### src/rtl/pfxc_pkg.sv
// Shared types and status codes for the pipe frame XOR checker.
package pfxc_pkg;

    // Verdict status codes
    localparam logic [2:0] ST_OK           = 3'd0;
    localparam logic [2:0] ST_NO_PIPE      = 3'd1;
    localparam logic [2:0] ST_EMPTY_PREFIX = 3'd2;
    localparam logic [2:0] ST_NO_SECOND    = 3'd3;
    localparam logic [2:0] ST_BAD_HEX      = 3'd4;
    localparam logic [2:0] ST_MISMATCH     = 3'd5;
    localparam logic [2:0] ST_TOO_LONG     = 3'd6;

    // Classified byte handed from the front to the back
    typedef struct packed {
        logic       eol;     // CR or LF
        logic       pipe;    // '|'
        logic       space;   // 0x20
        logic       nib_ok;  // valid hex digit
        logic [3:0] nib;     // hex digit value
        logic [7:0] data;    // raw byte
    } class_t;

    // One line verdict
    typedef struct packed {
        logic [2:0] status;
        logic [7:0] computed_checksum;
        logic [7:0] received_checksum;
        logic [7:0] payload_length;
        logic [7:0] prefix_length;
    } verdict_t;

endpackage

### src/rtl/pfxc_fifo.sv
// Small register queue used between the front, the back and the result side.
module pfxc_fifo #(
    parameter type T     = logic [7:0],
    parameter int  DEPTH = 2
) (
    input  logic clk,
    input  logic rst_n,
    input  logic push,
    input  T     wr_data,
    output logic full,
    input  logic pop,
    output T     rd_data,
    output logic empty
);

    localparam int AW = (DEPTH > 1) ? $clog2(DEPTH) : 1;
    localparam int CW = $clog2(DEPTH + 1);

    T              mem_reg [DEPTH];
    logic [AW-1:0] wr_ptr_reg, wr_ptr_next;
    logic [AW-1:0] rd_ptr_reg, rd_ptr_next;
    logic [CW-1:0] count_reg, count_next;
    logic          do_push, do_pop;

    assign full    = (count_reg == CW'(DEPTH));
    assign empty   = (count_reg == '0);
    assign do_push = push && !full;
    assign do_pop  = pop && !empty;
    assign rd_data = mem_reg[rd_ptr_reg];

    // Advance pointers and occupancy
    always_comb
    begin
        wr_ptr_next = wr_ptr_reg;
        rd_ptr_next = rd_ptr_reg;
        if (do_push)
        begin
            wr_ptr_next = (wr_ptr_reg == AW'(DEPTH - 1)) ? '0 : wr_ptr_reg + 1'b1;
        end
        if (do_pop)
        begin
            rd_ptr_next = (rd_ptr_reg == AW'(DEPTH - 1)) ? '0 : rd_ptr_reg + 1'b1;
        end
        unique case ({do_push, do_pop})
            2'b10:   count_next = count_reg + 1'b1;
            2'b01:   count_next = count_reg - 1'b1;
            default: count_next = count_reg;
        endcase
    end

    always_ff @(posedge clk or negedge rst_n)
    begin
        if (!rst_n)
        begin
            wr_ptr_reg <= '0;
            rd_ptr_reg <= '0;
            count_reg  <= '0;
        end
        else
        begin
            wr_ptr_reg <= wr_ptr_next;
            rd_ptr_reg <= rd_ptr_next;
            count_reg  <= count_next;
        end
    end

    // Store the incoming request
    always_ff @(posedge clk)
    begin
        if (do_push)
        begin
            mem_reg[wr_ptr_reg] <= wr_data;
        end
    end

endmodule

### src/rtl/pfxc_front.sv
// Front end: filters received bytes and classifies the ones that are kept.
module pfxc_front (
    input  logic              [7:0] rx_byte,
    input  logic                    push,
    input  logic                    cq_full,
    output logic                    full,
    output logic                    cq_push,
    output pfxc_pkg::class_t        item
);

    logic is_eol;
    logic printable;

    // Decode one hex digit in either case
    function automatic logic [4:0] hex_nibble(input logic [7:0] c);
        logic [4:0] r;
        if (c >= 8'h30 && c <= 8'h39)
        begin
            r = {1'b1, 4'(c - 8'h30)};
        end
        else if (c >= 8'h41 && c <= 8'h46)
        begin
            r = {1'b1, 4'(c - 8'h37)};
        end
        else if (c >= 8'h61 && c <= 8'h66)
        begin
            r = {1'b1, 4'(c - 8'h57)};
        end
        else
        begin
            r = 5'd0;
        end
        return r;
    endfunction

    assign is_eol    = (rx_byte == 8'h0D) || (rx_byte == 8'h0A);
    assign printable = (rx_byte >= 8'h20) && (rx_byte < 8'h7F);

    // Drop control and high bytes; pass line ends and printable bytes on
    assign full    = cq_full;
    assign cq_push = push && (is_eol || printable);

    // Classify the request
    always_comb
    begin
        item.eol                 = is_eol;
        item.pipe                = (rx_byte == 8'h7C);
        item.space               = (rx_byte == 8'h20);
        {item.nib_ok, item.nib}  = hex_nibble(rx_byte);
        item.data                = rx_byte;
    end

endmodule

### src/rtl/pfxc_back.sv
// Back end: tracks the line fields and builds a verdict at each line end.
module pfxc_back #(
    parameter int LINE_BUFFER_SIZE = 160
) (
    input  logic                    clk,
    input  logic                    rst_n,
    input  pfxc_pkg::class_t        item,
    input  logic                    cq_empty,
    output logic                    cq_pop,
    input  logic                    rq_full,
    output logic                    rq_push,
    output pfxc_pkg::verdict_t      verdict
);

    localparam int CW = $clog2(LINE_BUFFER_SIZE);
    localparam int SW = (CW > 8) ? CW : 8;
    localparam logic [CW-1:0] LINE_LIMIT = CW'(LINE_BUFFER_SIZE - 1);

    // Field phase codes
    localparam logic [1:0] PH_PREFIX   = 2'd0;
    localparam logic [1:0] PH_PAYLOAD  = 2'd1;
    localparam logic [1:0] PH_CHECKSUM = 2'd2;

    logic [1:0]    phase_reg, phase_next;
    logic [CW-1:0] line_reg, line_next;
    logic          ovf_reg, ovf_next;
    logic [CW-1:0] pre_reg, pre_next;
    logic [CW-1:0] pay_reg, pay_next;
    logic [7:0]    xor_reg, xor_next;
    logic [1:0]    hcnt_reg, hcnt_next;
    logic [7:0]    hval_reg, hval_next;
    logic          hbad_reg, hbad_next;
    logic          tsp_reg, tsp_next;
    logic          fire;

    // Clamp a count to the 8-bit result field
    function automatic logic [7:0] sat8(input logic [CW-1:0] v);
        logic [SW-1:0] w;
        w = SW'(v);
        return (w > SW'(255)) ? 8'hFF : w[7:0];
    endfunction

    assign fire   = !cq_empty && !rq_full;
    assign cq_pop = fire;

    // Update line state and build the verdict
    always_comb
    begin
        phase_next = phase_reg;
        line_next  = line_reg;
        ovf_next   = ovf_reg;
        pre_next   = pre_reg;
        pay_next   = pay_reg;
        xor_next   = xor_reg;
        hcnt_next  = hcnt_reg;
        hval_next  = hval_reg;
        hbad_next  = hbad_reg;
        tsp_next   = tsp_reg;
        rq_push    = 1'b0;
        verdict    = '0;

        if (fire && item.eol)
        begin
            // Judge the line, unless it is empty
            priority if (ovf_reg)
            begin
                verdict.status = pfxc_pkg::ST_TOO_LONG;
                rq_push        = 1'b1;
            end
            else if (line_reg == '0)
            begin
                rq_push = 1'b0;
            end
            else if (phase_reg == PH_PREFIX)
            begin
                verdict.status = pfxc_pkg::ST_NO_PIPE;
                rq_push        = 1'b1;
            end
            else if (pre_reg == '0)
            begin
                verdict.status = pfxc_pkg::ST_EMPTY_PREFIX;
                rq_push        = 1'b1;
            end
            else if (phase_reg == PH_PAYLOAD)
            begin
                verdict.status        = pfxc_pkg::ST_NO_SECOND;
                verdict.prefix_length = sat8(pre_reg);
                rq_push               = 1'b1;
            end
            else
            begin
                verdict.prefix_length     = sat8(pre_reg);
                verdict.payload_length    = sat8(pay_reg);
                verdict.computed_checksum = xor_reg;
                rq_push                   = 1'b1;
                if (hbad_reg || hcnt_reg != 2'd2)
                begin
                    verdict.status = pfxc_pkg::ST_BAD_HEX;
                end
                else
                begin
                    verdict.received_checksum = hval_reg;
                    verdict.status = (xor_reg == hval_reg) ? pfxc_pkg::ST_OK
                                                           : pfxc_pkg::ST_MISMATCH;
                end
            end
            // Clear the line
            phase_next = PH_PREFIX;
            line_next  = '0;
            ovf_next   = 1'b0;
            pre_next   = '0;
            pay_next   = '0;
            xor_next   = '0;
            hcnt_next  = '0;
            hval_next  = '0;
            hbad_next  = 1'b0;
            tsp_next   = 1'b0;
        end
        else if (fire)
        begin
            if (line_reg < LINE_LIMIT)
            begin
                line_next = line_reg + 1'b1;
                unique case (phase_reg)
                    PH_PREFIX:
                    begin
                        if (item.pipe)
                        begin
                            phase_next = PH_PAYLOAD;
                        end
                        else
                        begin
                            pre_next = pre_reg + 1'b1;
                        end
                    end
                    PH_PAYLOAD:
                    begin
                        if (item.pipe)
                        begin
                            phase_next = PH_CHECKSUM;
                        end
                        else
                        begin
                            pay_next = pay_reg + 1'b1;
                            xor_next = xor_reg ^ item.data;
                        end
                    end
                    default:
                    begin
                        // Checksum text: two hex digits, then only spaces
                        priority if (item.space)
                        begin
                            tsp_next = 1'b1;
                        end
                        else if (tsp_reg || !item.nib_ok || hcnt_reg >= 2'd2)
                        begin
                            hbad_next = 1'b1;
                        end
                        else
                        begin
                            hval_next = {hval_reg[3:0], item.nib};
                            hcnt_next = hcnt_reg + 1'b1;
                        end
                    end
                endcase
            end
            else
            begin
                // Line full: drop the byte and mark the overflow
                ovf_next = 1'b1;
            end
        end
    end

    always_ff @(posedge clk or negedge rst_n)
    begin
        if (!rst_n)
        begin
            phase_reg <= PH_PREFIX;
            line_reg  <= '0;
            ovf_reg   <= 1'b0;
            pre_reg   <= '0;
            pay_reg   <= '0;
            xor_reg   <= '0;
            hcnt_reg  <= '0;
            hval_reg  <= '0;
            hbad_reg  <= 1'b0;
            tsp_reg   <= 1'b0;
        end
        else
        begin
            phase_reg <= phase_next;
            line_reg  <= line_next;
            ovf_reg   <= ovf_next;
            pre_reg   <= pre_next;
            pay_reg   <= pay_next;
            xor_reg   <= xor_next;
            hcnt_reg  <= hcnt_next;
            hval_reg  <= hval_next;
            hbad_reg  <= hbad_next;
            tsp_reg   <= tsp_next;
        end
    end

endmodule

### src/rtl/pipe_frame_xor_checker_core.sv
// Top level of the pipe frame XOR checker: front, byte queue, back, result queue.
//
//  channel  | handshake          | payload
//  ---------+--------------------+-------------------------------------------
//  input    | push / full        | rx_byte
//  result   | empty / pop        | status, computed_checksum,
//           |                    | received_checksum, payload_length,
//           |                    | prefix_length
//
// One byte is taken every cycle while full is low; the back end retires one
// queued byte per cycle while the byte queue is not empty and the result queue
// is not full. A line end's verdict is shown once it heads the result queue.
// Reset is asynchronous, active low, and clears both queues and the line state.
// Holding pop low stalls the back end once the result queue fills; the byte queue
// then fills and full rises.
module pipe_frame_xor_checker_core #(
    parameter int LINE_BUFFER_SIZE = 160
) (
    input  logic       clk,
    input  logic       rst_n,
    input  logic       push,
    output logic       full,
    input  logic [7:0] rx_byte,
    output logic       empty,
    input  logic       pop,
    output logic [2:0] status,
    output logic [7:0] computed_checksum,
    output logic [7:0] received_checksum,
    output logic [7:0] payload_length,
    output logic [7:0] prefix_length
);

    pfxc_pkg::class_t   fe_item, cq_item;
    pfxc_pkg::verdict_t be_verdict, rq_head;
    logic               cq_push, cq_full, cq_pop, cq_empty;
    logic               rq_push, rq_full;

    // Classify incoming bytes
    pfxc_front u_front (
        .rx_byte (rx_byte),
        .push    (push),
        .cq_full (cq_full),
        .full    (full),
        .cq_push (cq_push),
        .item    (fe_item)
    );

    // Hold classified bytes between front and back
    pfxc_fifo #(
        .T (pfxc_pkg::class_t)
    ) u_byte_q (
        .clk     (clk),
        .rst_n   (rst_n),
        .push    (cq_push),
        .wr_data (fe_item),
        .full    (cq_full),
        .pop     (cq_pop),
        .rd_data (cq_item),
        .empty   (cq_empty)
    );

    // Track fields and judge lines
    pfxc_back #(
        .LINE_BUFFER_SIZE (LINE_BUFFER_SIZE)
    ) u_back (
        .clk      (clk),
        .rst_n    (rst_n),
        .item     (cq_item),
        .cq_empty (cq_empty),
        .cq_pop   (cq_pop),
        .rq_full  (rq_full),
        .rq_push  (rq_push),
        .verdict  (be_verdict)
    );

    // Hold verdicts until taken
    pfxc_fifo #(
        .T (pfxc_pkg::verdict_t)
    ) u_result_q (
        .clk     (clk),
        .rst_n   (rst_n),
        .push    (rq_push),
        .wr_data (be_verdict),
        .full    (rq_full),
        .pop     (pop),
        .rd_data (rq_head),
        .empty   (empty)
    );

    assign status            = rq_head.status;
    assign computed_checksum = rq_head.computed_checksum;
    assign received_checksum = rq_head.received_checksum;
    assign payload_length    = rq_head.payload_length;
    assign prefix_length     = rq_head.prefix_length;

    // Never write a verdict into a full result queue
    a_rq_no_overrun: assert property (@(posedge clk) disable iff (!rst_n)
        rq_push |-> !rq_full)
        else $error("verdict pushed into full result queue");

    // Never retire a byte from an empty byte queue
    a_cq_no_underrun: assert property (@(posedge clk) disable iff (!rst_n)
        cq_pop |-> !cq_empty)
        else $error("byte retired from empty queue");

    // An ok verdict carries matching checksums
    a_ok_match: assert property (@(posedge clk) disable iff (!rst_n)
        (!empty && status == pfxc_pkg::ST_OK) |-> (computed_checksum == received_checksum))
        else $error("ok verdict with differing checksums");

    // Early failures carry no lengths or checksums
    a_early_zero: assert property (@(posedge clk) disable iff (!rst_n)
        (!empty && (status == pfxc_pkg::ST_NO_PIPE || status == pfxc_pkg::ST_EMPTY_PREFIX
                    || status == pfxc_pkg::ST_TOO_LONG))
        |-> (prefix_length == 8'd0 && payload_length == 8'd0 && computed_checksum == 8'd0))
        else $error("early failure verdict carries field data");

endmodule

### config.mk
export PLATFORM = sky130hd
export DESIGN_NAME = pipe_frame_xor_checker_core
export DESIGN_NICKNAME = d
export VERILOG_FILES = /design/src/rtl/pfxc_pkg.sv /design/src/rtl/pfxc_fifo.sv /design/src/rtl/pfxc_front.sv /design/src/rtl/pfxc_back.sv /design/src/rtl/pipe_frame_xor_checker_core.sv
export SDC_FILE = /design/constraint.sdc
export NUM_CORES = 1
export LEC_CHECK = 0
export ABC_AREA = 1
export BUFFER_PORTS_ARGS = -buffer_cell sky130_fd_sc_hd__buf_2
export CAP_MARGIN = 30
export CELL_PAD_IN_SITES_DETAIL_PLACEMENT = 2
export CELL_PAD_IN_SITES_GLOBAL_PLACEMENT = 2
export CORE_MARGIN = 4
export CORE_UTILIZATION = 39
export DETAILED_ROUTE_END_ITERATION = 10
export GPL_TIMING_DRIVEN = 0
export HOLD_SLACK_MARGIN = 0.12
export PLACE_DENSITY = 0.8
export SETUP_SLACK_MARGIN = 0.05
export SYNTH_ARGS = -nofsm -noshare
export SYNTH_HDL_FRONTEND = slang
export SYNTH_HIERARCHICAL = 1
export SYNTH_SLANG_ARGS = --single-unit
### constraint.sdc
create_clock -name clk -period 4.1 [get_ports clk]
set_input_delay 0.41 -clock clk [delete_from_list [all_inputs] [get_ports clk]]
set_output_delay 0.41 -clock clk [all_outputs]
set_load 0.02 [all_outputs]
# Word-level counts from Yosys, hierarchy flattened

Memories as Yosys holds them, arrays and structs flattened.
Cells that the tools add are included.

Bits in registers: 55
Output and inout bits: 37
Memory bits (writable): 102
Input port bits: 12
Memories kept: 2

Memory list:

| memory             | words | bits a word | read ports | clocked after memory_dff | write ports | line            | text |
|---|---|---|---|---|---|---|---|
| u_result_q.mem_reg | 2     | 35          | 1          | 0                        | 1           | pfxc_fifo.sv:19 | `T mem_reg [DEPTH];` |
| u_byte_q.mem_reg   | 2     | 16          | 1          | 0                        | 1           | pfxc_fifo.sv:19 |  |

Bitwise gates (word level): 1
Add/sub/neg operators: 15
$lt $le $gt $ge: 12
Eq/ne operators: 20
Reduce and logical (&&, ||, !) cells: 44
Muxes and demuxes: 81

Operators with widths:

| cell                                                                                 | count |
|---|---|
| 8-bit 2-to-1 mux                                                                     | 27 |
| 32-bit 2-to-1 mux                                                                    | 3 |
| 35-bit 2-to-1 mux                                                                    | 2 |
| 1-bit 2-to-1 mux                                                                     | 25 |
| 8-bit by 1-bit adder with 8-bit output (second input constant)                       | 3 |
| 24-bit 2-to-1 mux                                                                    | 1 |
| 2-bit 2-to-1 mux                                                                     | 11 |
| 3-bit 2-to-1 mux                                                                     | 6 |
| 8-bit by 4-bit == test with 1-bit output (second input constant)                     | 2 |
| 8-bit by 6-bit greater-or-equal comparator with 1-bit output (second input constant) | 2 |
| 8-bit by 7-bit greater-or-equal comparator with 1-bit output (second input constant) | 2 |
| 8-bit greater-than comparator (second input constant)                                | 2 |
| 8-bit by 7-bit less-or-equal comparator with 1-bit output (second input constant)    | 2 |
| 8-bit zero test                                                                      | 2 |
| 2-bit nonzero test                                                                   | 8 |
| 5-bit 2-to-1 mux                                                                     | 3 |
| 5-bit AND reduction                                                                  | 3 |
| 2-bit case mux with 2 select lines                                                   | 3 |
| 4-bit AND reduction                                                                  | 3 |
| 1-bit logical AND                                                                    | 11 |
| 2-bit by 1-bit != test with 1-bit output (second input constant)                     | 5 |
| 2-bit == test (second input constant)                                                | 4 |
| 8-bit by 6-bit == test with 1-bit output (second input constant)                     | 1 |
| 8-bit by 7-bit == test with 1-bit output (second input constant)                     | 1 |
| 20 further kinds                                                                     | 41 |

# Logic depth before layout (Yosys ltp)

Gate-level depths: netlist of the first run.
An unclocked memory read counts as a cell.

Depth after elaboration: 10
Mapped depth: 16

# Cells and area by module

Netlist of the first run, hierarchy kept.

By module, submodules not included:

| module                 | times used | area an instance (µm²) | cells each |
|---|---|---|---|
| pfxc_back              | 1          | 3228.1                 | 440 |
| pfxc_fifo (u_result_q) | 1          | 2810.2                 | 215 |
| pfxc_fifo (u_byte_q)   | 1          | 1417.6                 | 116 |
| pfxc_front             | 1          | 342.8                  | 59 |

# Least setup slack after synthesis of the first run

OpenSTA, ideal clock, no wires.

Kind: reg-to-reg
Start point: register u_byte_q.count_reg[0]
End point: memory u_result_q/mem_reg[1][0] in the netlist's numbering, enable pin
Clock period less this slack: 3.199 ns
Path slack: 0.901 ns
Stages on the path, launching flop included: 12
Required time: 3.673 ns
Arrival: 2.772 ns
Library setup time: 0.427 ns
Path buffers: 1
Path through: dfrtp_1 inv_2 nand2_2 inv_1 nor2_4 nand2_4 inv_2 buf_6 nand2_1 nand2_1 o21ai_2 nor2_1

Cells in the longest elaborated chain, start to end: 8

RTL lines:

| item                                   | line                              | text |
|---|---|---|
| from (decl)                            | pfxc_fifo.sv:22                   | `logic [CW-1:0] count_reg, count_next;` |
| from (signal assigned)                 | pfxc_fifo.sv:63                   | `count_reg <= count_next;` |
| 2-bit zero test                        | pfxc_fifo.sv:26                   | `assign empty = (count_reg == '0);` |
| named net cq_empty                     | pipe_frame_xor_checker_core.sv:35 | `logic cq_push, cq_full, cq_pop, cq_empty;` |
| 1-bit zero test                        | pfxc_back.sv:43                   | `assign fire = !cq_empty && !rq_full;` |
| 1-bit logical AND                      | pfxc_back.sv:43                   |  |
| named net cq_pop                       | pipe_frame_xor_checker_core.sv:35 |  |
| 1-bit logical AND                      | pfxc_back.sv:62                   | `if (fire && item.eol)` |
| 1-bit 2-to-1 mux                       | pfxc_back.sv:62                   |  |
| named net rq_push                      | pipe_frame_xor_checker_core.sv:36 | `logic rq_push, rq_full;` |
| 1-bit logical AND                      | pfxc_fifo.sv:27                   | `assign do_push = push && !full;` |
| 1-bit 2-to-1 mux                       | pfxc_fifo.sv:70                   | `if (do_push)` |
| 1-bit 2-to-1 mux (implied by the code) | pfxc_fifo.sv:72                   | `mem_reg[wr_ptr_reg] <= wr_data;` |
| to (decl)                              | pfxc_fifo.sv:19                   |  |

The timed path passes the listed nets, and every way through them passes these cells.

# Worst setup path after layout of the first run

Start point: register u_byte_q.count_reg[0]
End point: memory u_result_q/mem_reg[0][0] in the netlist's numbering, enable pin

The elaborated chain is that of the path after synthesis.

==> flow_summary.ini, run 1 <==
[cts]
cts.sinks = 157
cts_buffers = 17
cts_tree = yes
root_buffer = clkbuf_16
clockBufferDepth = 2
cts_resized = 0
clkTransAtPathRegs_ns = 0.07
clkLatencyLatePin_ns = 0.43
h-tree-depth = 4

[route]
vias_per_cell = 5.03
drt_iter0_drc = 223
drtAntennaViolNets = 0
drt-total-wl_um = 22300
drc_errors = 0
dr.pass1.iters = 4
via_count = 5934
wl_per_cell_um = 18.9

[synth]
synth.distinct_cells = 37
syn_avg_cell_area_um2 = 9.40
synth_nets = 854
syn_area_um2 = 7800
synthTopCellsByArea = edfxtp_1 39%, dfrtp_1 18%, nand2_1 15%
syn_inst = 830
synth_top_cell_area_share_pct = 39.3
ys_async_sr_fraction_pct = 35.0
synthFlopType = edfxtp_1
synth_edf_count = 102
synth.most_common_cell = nand2_1
yosysSeqAreaShare_pct = 56.9
ys_ff_latch = 157
yosysTopAreaCell = edfxtp_1
ys_top_cells_by_count = 315 x nand2_1, 102 x edfxtp_1, 69 x inv_1, 55 x dfrtp_1, 42 x nand3_1
yosys_warnings = 6

[worst_hold_path]
hold_depth = 3
hp-class = in -> reg
hold_path_end = u_result_q/rd_ptr_reg
worstHoldStart = pop

[worst_setup_path]
rr_startpoint = u_byte_q/count_reg[0]
path_class = reg -> reg
slowest_stage = inv_1
critPathArrivalTime_ns = 2.87
start_kind = register
critPathMaxFanout = 24
required_ns = 4.23
slowest_delay_ns = 0.49
cp_cell_sequence = inv_2 > nand2_2 > inv_1 > nor2_4 > nand2_4 > inv_2 > buf_6 > nand2_1 > nand2_1 > nand3_1 > inv_1 > buf_16
endpoint_kind = register
r2r_end = u_result_q/mem_reg[0][0]
r2r_setup_slack_ns = 1.36
worstRegToRegCells = 12

[finish]
area_growth_pct = 16.2
largest_register_ffs = 70
nets = 926
drive_gt1_share_pct = 21.0
fin_util_pct = 46.3
design_area_um2 = 9060
diodes = 0
final_cells = 1180
nFillCells = 2124

[place]
dp.cells = 1147
dp_hpwl_um = 16200
placed_area_um2 = 8450
post-place-ws_ns = 1.30
portBuffers = 48
place_congestion = 0.786

[sta]
setup_viol = 0
finalMaxSlewViolations = 0
timing.fmax_ghz = 0.365
final.min_clock_period_ns = 2.74
tightest_slew_ns = 1.01
setup_slack_ns = 1.36
hold_viol = 0
finClkSkew_ns = 0.00928
rsz0062_at_grt = no
period_share_pct = 66.8
fin_setup_tns_ns = 0
maxSlewHeadroom_pct = 31.9

[power]
power_density_nw_per_um2 = 780
vdd_drop_max_uv = 398
leakage_nw = 4.03

[run_status]
status = completed

[grt]
antenna_found_initial = 0
grt_first_pass_wirelength_um = 36400
grt_max_degree = 33
first_global_vias = 6663
gr-usage-all-layers_pct = 20.9
gr-total-overflow = 0

[die]
die_height_um = 149
num_io_pins = 49
die_area_um2 = 22300
initial_core_util_pct = 39.8
die_x_um = 149
core-area_um2 = 19600
rows = 51

[run]
drv_cap = 0
-- per-layer routing --
metal | track usage [%] | wire length (um) | vias up
li1 | - | - | 2833
met1 | 25.4 | 9540 | 2985
met2 | 38.1 | 11800 | 86
met3 | 3.30 | 646 | 30
met4 | 6.50 | 342 | 0
met5 | 0 | 0 | -
-- worst max-delay path by stage --
stage                          startpoint                       end  slack [ns]  cells past startpoint
finish              u_byte_q/count_reg[0]  u_result_q/mem_reg[0][0]        1.36                     12
global route        u_byte_q/count_reg[0]  u_result_q/mem_reg[0][0]        1.16                     12
CTS                 u_byte_q/count_reg[0]  u_result_q/mem_reg[0][0]        1.33                     12
detailed placement             rx_byte[1]    u_byte_q/mem_reg[1][3]        1.30                     10
global placement    u_byte_q/count_reg[0]  u_result_q/mem_reg[1][1]       -0.10                     11
floorplan           u_byte_q/count_reg[0]  u_result_q/mem_reg[1][0]        0.90                     11
-- what timing repair did --
item,4_1_cts,5_1_grt
endpoints found under the hold margin,23,0
hold buffers,1,0
buffers inserted,0,0
-- layout make-up --
cell class	count	area, um^2	share of cell area [%]
multi-input cells	557	2750	30.4
clock buffers	19	443	4.89
plain buffers	35	297	3.27
repair buffers	53	325	3.59
well taps	265	332	3.66
clock inverters	13	155	1.71
inverters	81	317	3.49
flip-flops and latches	157	4440	49.0
-- report_power, final --
part	switching (mW)	total [mW]	internal, mW
Combinational	2.13	3.10	0.969
Sequential	0.264	2.35	2.09
Clock	0.689	1.62	0.928
Total	3.08	7.06	3.98
-- through the flow --
stage                     power [mW]  hold WS (ns)
after global placement          5.22         0.455
final                           7.06         0.273
after detailed placement        5.49         0.459
after CTS                       7.16         0.254
after global routing            7.55         0.255
after floorplan                 4.44         0.114
-- cell families (layout without fill, tap and decap cells) --
| group | after synthesis | after routing | share of synthesized area (%) |
|---|---|---|---|
| AND/OR/NAND/NOR | 477 | 477 | 27.0 |
| flip-flops | 157 | 157 | 56.9 |
| buffers and inverters | 116 | 201 | 7.86 |
| AO/OA/AOI/OAI | 49 | 49 | 4.17 |
| XOR/XNOR | 18 | 18 | 2.02 |
| adder cells (fa/ha/maj) | 12 | 12 | 1.93 |
| multiplexers | 1 | 1 | 0.128 |
-- critical path: cells and delay by family (launching register included) --
kind	cells	cell delay [ns]
buffers and inverters	6	1.17
and+or+nand+nor	6	0.77
DFF	1	0.47
-- cells in the final DEF (no fill, tap or decap), drive strengths merged --
cell type,instances
edfxtp,102
mux2i,1
nor2,48
ha,12
a21boi,1
a21oi,5
bufinv,2
inv,86
nand4,18
nand2,334
nor3,22
nor3b,2
nand3b,3
dlygate4sd3,1
nand3,44
or2,3
xor2,13
clkbuf,22
xnor2,5
dfrtp,55
nor4,3
clkinvlp,3
clkinv,3
o22ai,2
o21ai,41
buf,84
Power figures use the tool's default switching activity.
==> run 2: changes to the inputs <==
CORE_UTILIZATION = 35   (was 39)
PLACE_DENSITY = 0.76   (was 0.8)
clock period = 2.25 ns   (was 4.1 ns; I/O delays follow)
==> run 2 against run 1 <==
Compared with the run above: non-clock buffer count grew 18; global-route usage shrank 1.8 points; critical path depth grew 1; wire length grew 4.0%; die area grew 11%; clock skew is essentially flat; flip-flop and latch count is the same; fmax grew 30%; sequential power grew 82%; power grew 90%; first-iteration DRC count grew 38%; combinational power grew 98%.
==> flow_summary.ini, run 2 (synthesized netlist as in run 1, its figures left out) <==
[run_status]
status = completed

[worst_setup_path]
critical-path-top-delay-family = buffers and inverters
slowest_delay_ns = 0.38
path_buf_inv = 6
slowest_stage = dfrtp_1
critPathArrivalTime_ns = 2.26
r2r_setup_slack_ns = 0.14
critPathMaxFanout = 10
rr_startpoint = u_byte_q/rd_ptr_reg
required_ns = 2.40
path_class = reg -> reg
r2r_end = u_result_q/mem_reg[1][34]
cp_common_cell = nand2_4
endpoint_kind = register
cp_cell_sequence = buf_6 > inv_6 > nand2_1 > nand2_2 > nand2_4 > inv_4 > buf_12 > nand2_4 > nand2_4 > o21ai_4 > nor2_4 > buf_12 > clkbuf_16
worstRegToRegCells = 13
start_kind = register

[power]
power_density_nw_per_um2 = 1420
vdd_drop_max_uv = 579
p_total_mw = 13.4
leakage_nw = 4.18

[die]
die_area_um2 = 24700
rows = 54
initial_core_util_pct = 35.6
die_height_um = 157
core-area_um2 = 21900
num_io_pins = 49
die_x_um = 157

[worst_hold_path]
hold_path_end = u_byte_q/mem_reg[1][3]
hp-class = in -> reg
worstHoldStart = rx_byte[3]
hold_depth = 2

[route]
drc_errors = 0
via_count = 5985
vias_per_cell = 4.93
dr.pass1.iters = 4
drtAntennaViolNets = 0
drt-total-wl_um = 23200
wl_per_cell_um = 19.1
drt_iter0_drc = 307

[finish]
multiInputGateArea_um2 = 2840
final_common_cell = nand2_1
nFillCells = 2340
area_growth_pct = 21.1
final_cell_mix = 312 x nand2_1, 102 x edfxtp_1, 67 x inv_1
largest_register_ffs = 70
drive_gt1_share_pct = 24.1
nets = 945
diodes = 0
regArea_um2 = 4440
final_cells = 1214
fin_util_pct = 43.2

[sta]
hold_viol = 0
rsz0062_at_grt = no
maxSlewHeadroom_pct = 45.9
final.min_clock_period_ns = 2.11
tightest_slew_ns = 0.812
setup_viol = 0
period_share_pct = 93.9
setup_slack_ns = 0.137
timing.fmax_ghz = 0.473
finalMaxSlewViolations = 0
finClkSkew_ns = 0.00900

[place]
dp.cells = 1160
portBuffers = 48
post-place-ws_ns = -0.480
dp_hpwl_um = 15000
place_congestion = 0.773

[cts]
cts.sinks = 157
clkLatencyLatePin_ns = 0.43
clkTransAtPathRegs_ns = 0.07
cts_buffers = 17
cts_tree = yes
root_buffer = clkbuf_16
clockBufferDepth = 2
h-tree-depth = 4

[grt]
antenna_found_initial = 0
grt_first_pass_wirelength_um = 36400
gr-usage-all-layers_pct = 19.2
first_global_vias = 6500
grt_max_degree = 56
gr-total-overflow = 0

[run]
drv_cap = 0
[run 2: area by class of cell]
class,instances,share of cell area (%)
multi-input combinational,557,30.0
buffer,35,3.28
clock inverter,15,1.88
inverter,81,3.44
sequential,157,47.0
tap,280,3.71
timing repair buffer,71,6.07
clock buffer,17,4.50
timing repair inverter,1,0.0795
[run 2: per-stage QoR]
stage / hold slack (ns) / setup TNS [ns] / area [um^2]
global placement: 0.455 / -44.67 / 8420
global route: 0.135 / 0 / 9450
CTS: 0.126 / 0 / 9290
detailed placement: 0.359 / -24.44 / 8460
finish: 0.136 / 0 / 9450
floorplan: -0.0706 / 0 / 7830
[run 2: worst reg2reg max path, cell delays in order, from the launching register on]
cell and delay (ns):
dfrtp_1 0.38, buf_6 0.15, inv_6 0.09, nand2_1 0.07, nand2_2 0.09, nand2_4 0.10, inv_4 0.10, buf_12 0.14
nand2_4 0.06, nand2_4 0.10, o21ai_4 0.08, nor2_4 0.18, buf_12 0.15, clkbuf_16 0.16
[run 2: how the worst max path moves through the flow]
| stage | start | endpoint | cells past startpoint |
|---|---|---|---|
| finish | u_byte_q/rd_ptr_reg | u_result_q/mem_reg[1][34] | 13 |
| global route | u_byte_q/rd_ptr_reg | u_result_q/mem_reg[1][34] | 13 |
| CTS | u_byte_q/rd_ptr_reg | u_result_q/mem_reg[1][29] | 12 |
| detailed placement | u_result_q/count_reg[0] | u_result_q/mem_reg[0][7] | 9 |
| global placement | rx_byte[1] | u_byte_q/mem_reg[1][6] | 9 |
| floorplan | u_byte_q/count_reg[0] | u_result_q/mem_reg[1][0] | 11 |
[run 2: metal layers]
layer | GRT usage [%] | up-vias | share of wire (%) | wire [um]
li1 | - | 2869 | - | -
met3 | 2.47 | 16 | 2.1 | 488
met2 | 35.2 | 76 | 53 | 12300
met1 | 23.9 | 3024 | 44 | 10200
met5 | 0 | - | 0 | 0
met4 | 4.71 | 0 | 1.0 | 241
[run 2: what timing repair did]
action / CTS / global route
setup endpoints to repair: 87 / 115
buffers inserted: 8 / 4
gates cloned: 2 / 2
hold buffers: 5 / 0
resized for setup: 8 / 17
endpoints found under the hold margin: 62 / 0
pin swaps: 2 / 2
[run 2: power breakdown]
part           switching (mW)  total (mW)  internal [mW]
clock                    1.32        2.99           1.67
combinational            4.08        6.15           2.07
sequential              0.476        4.28           3.80
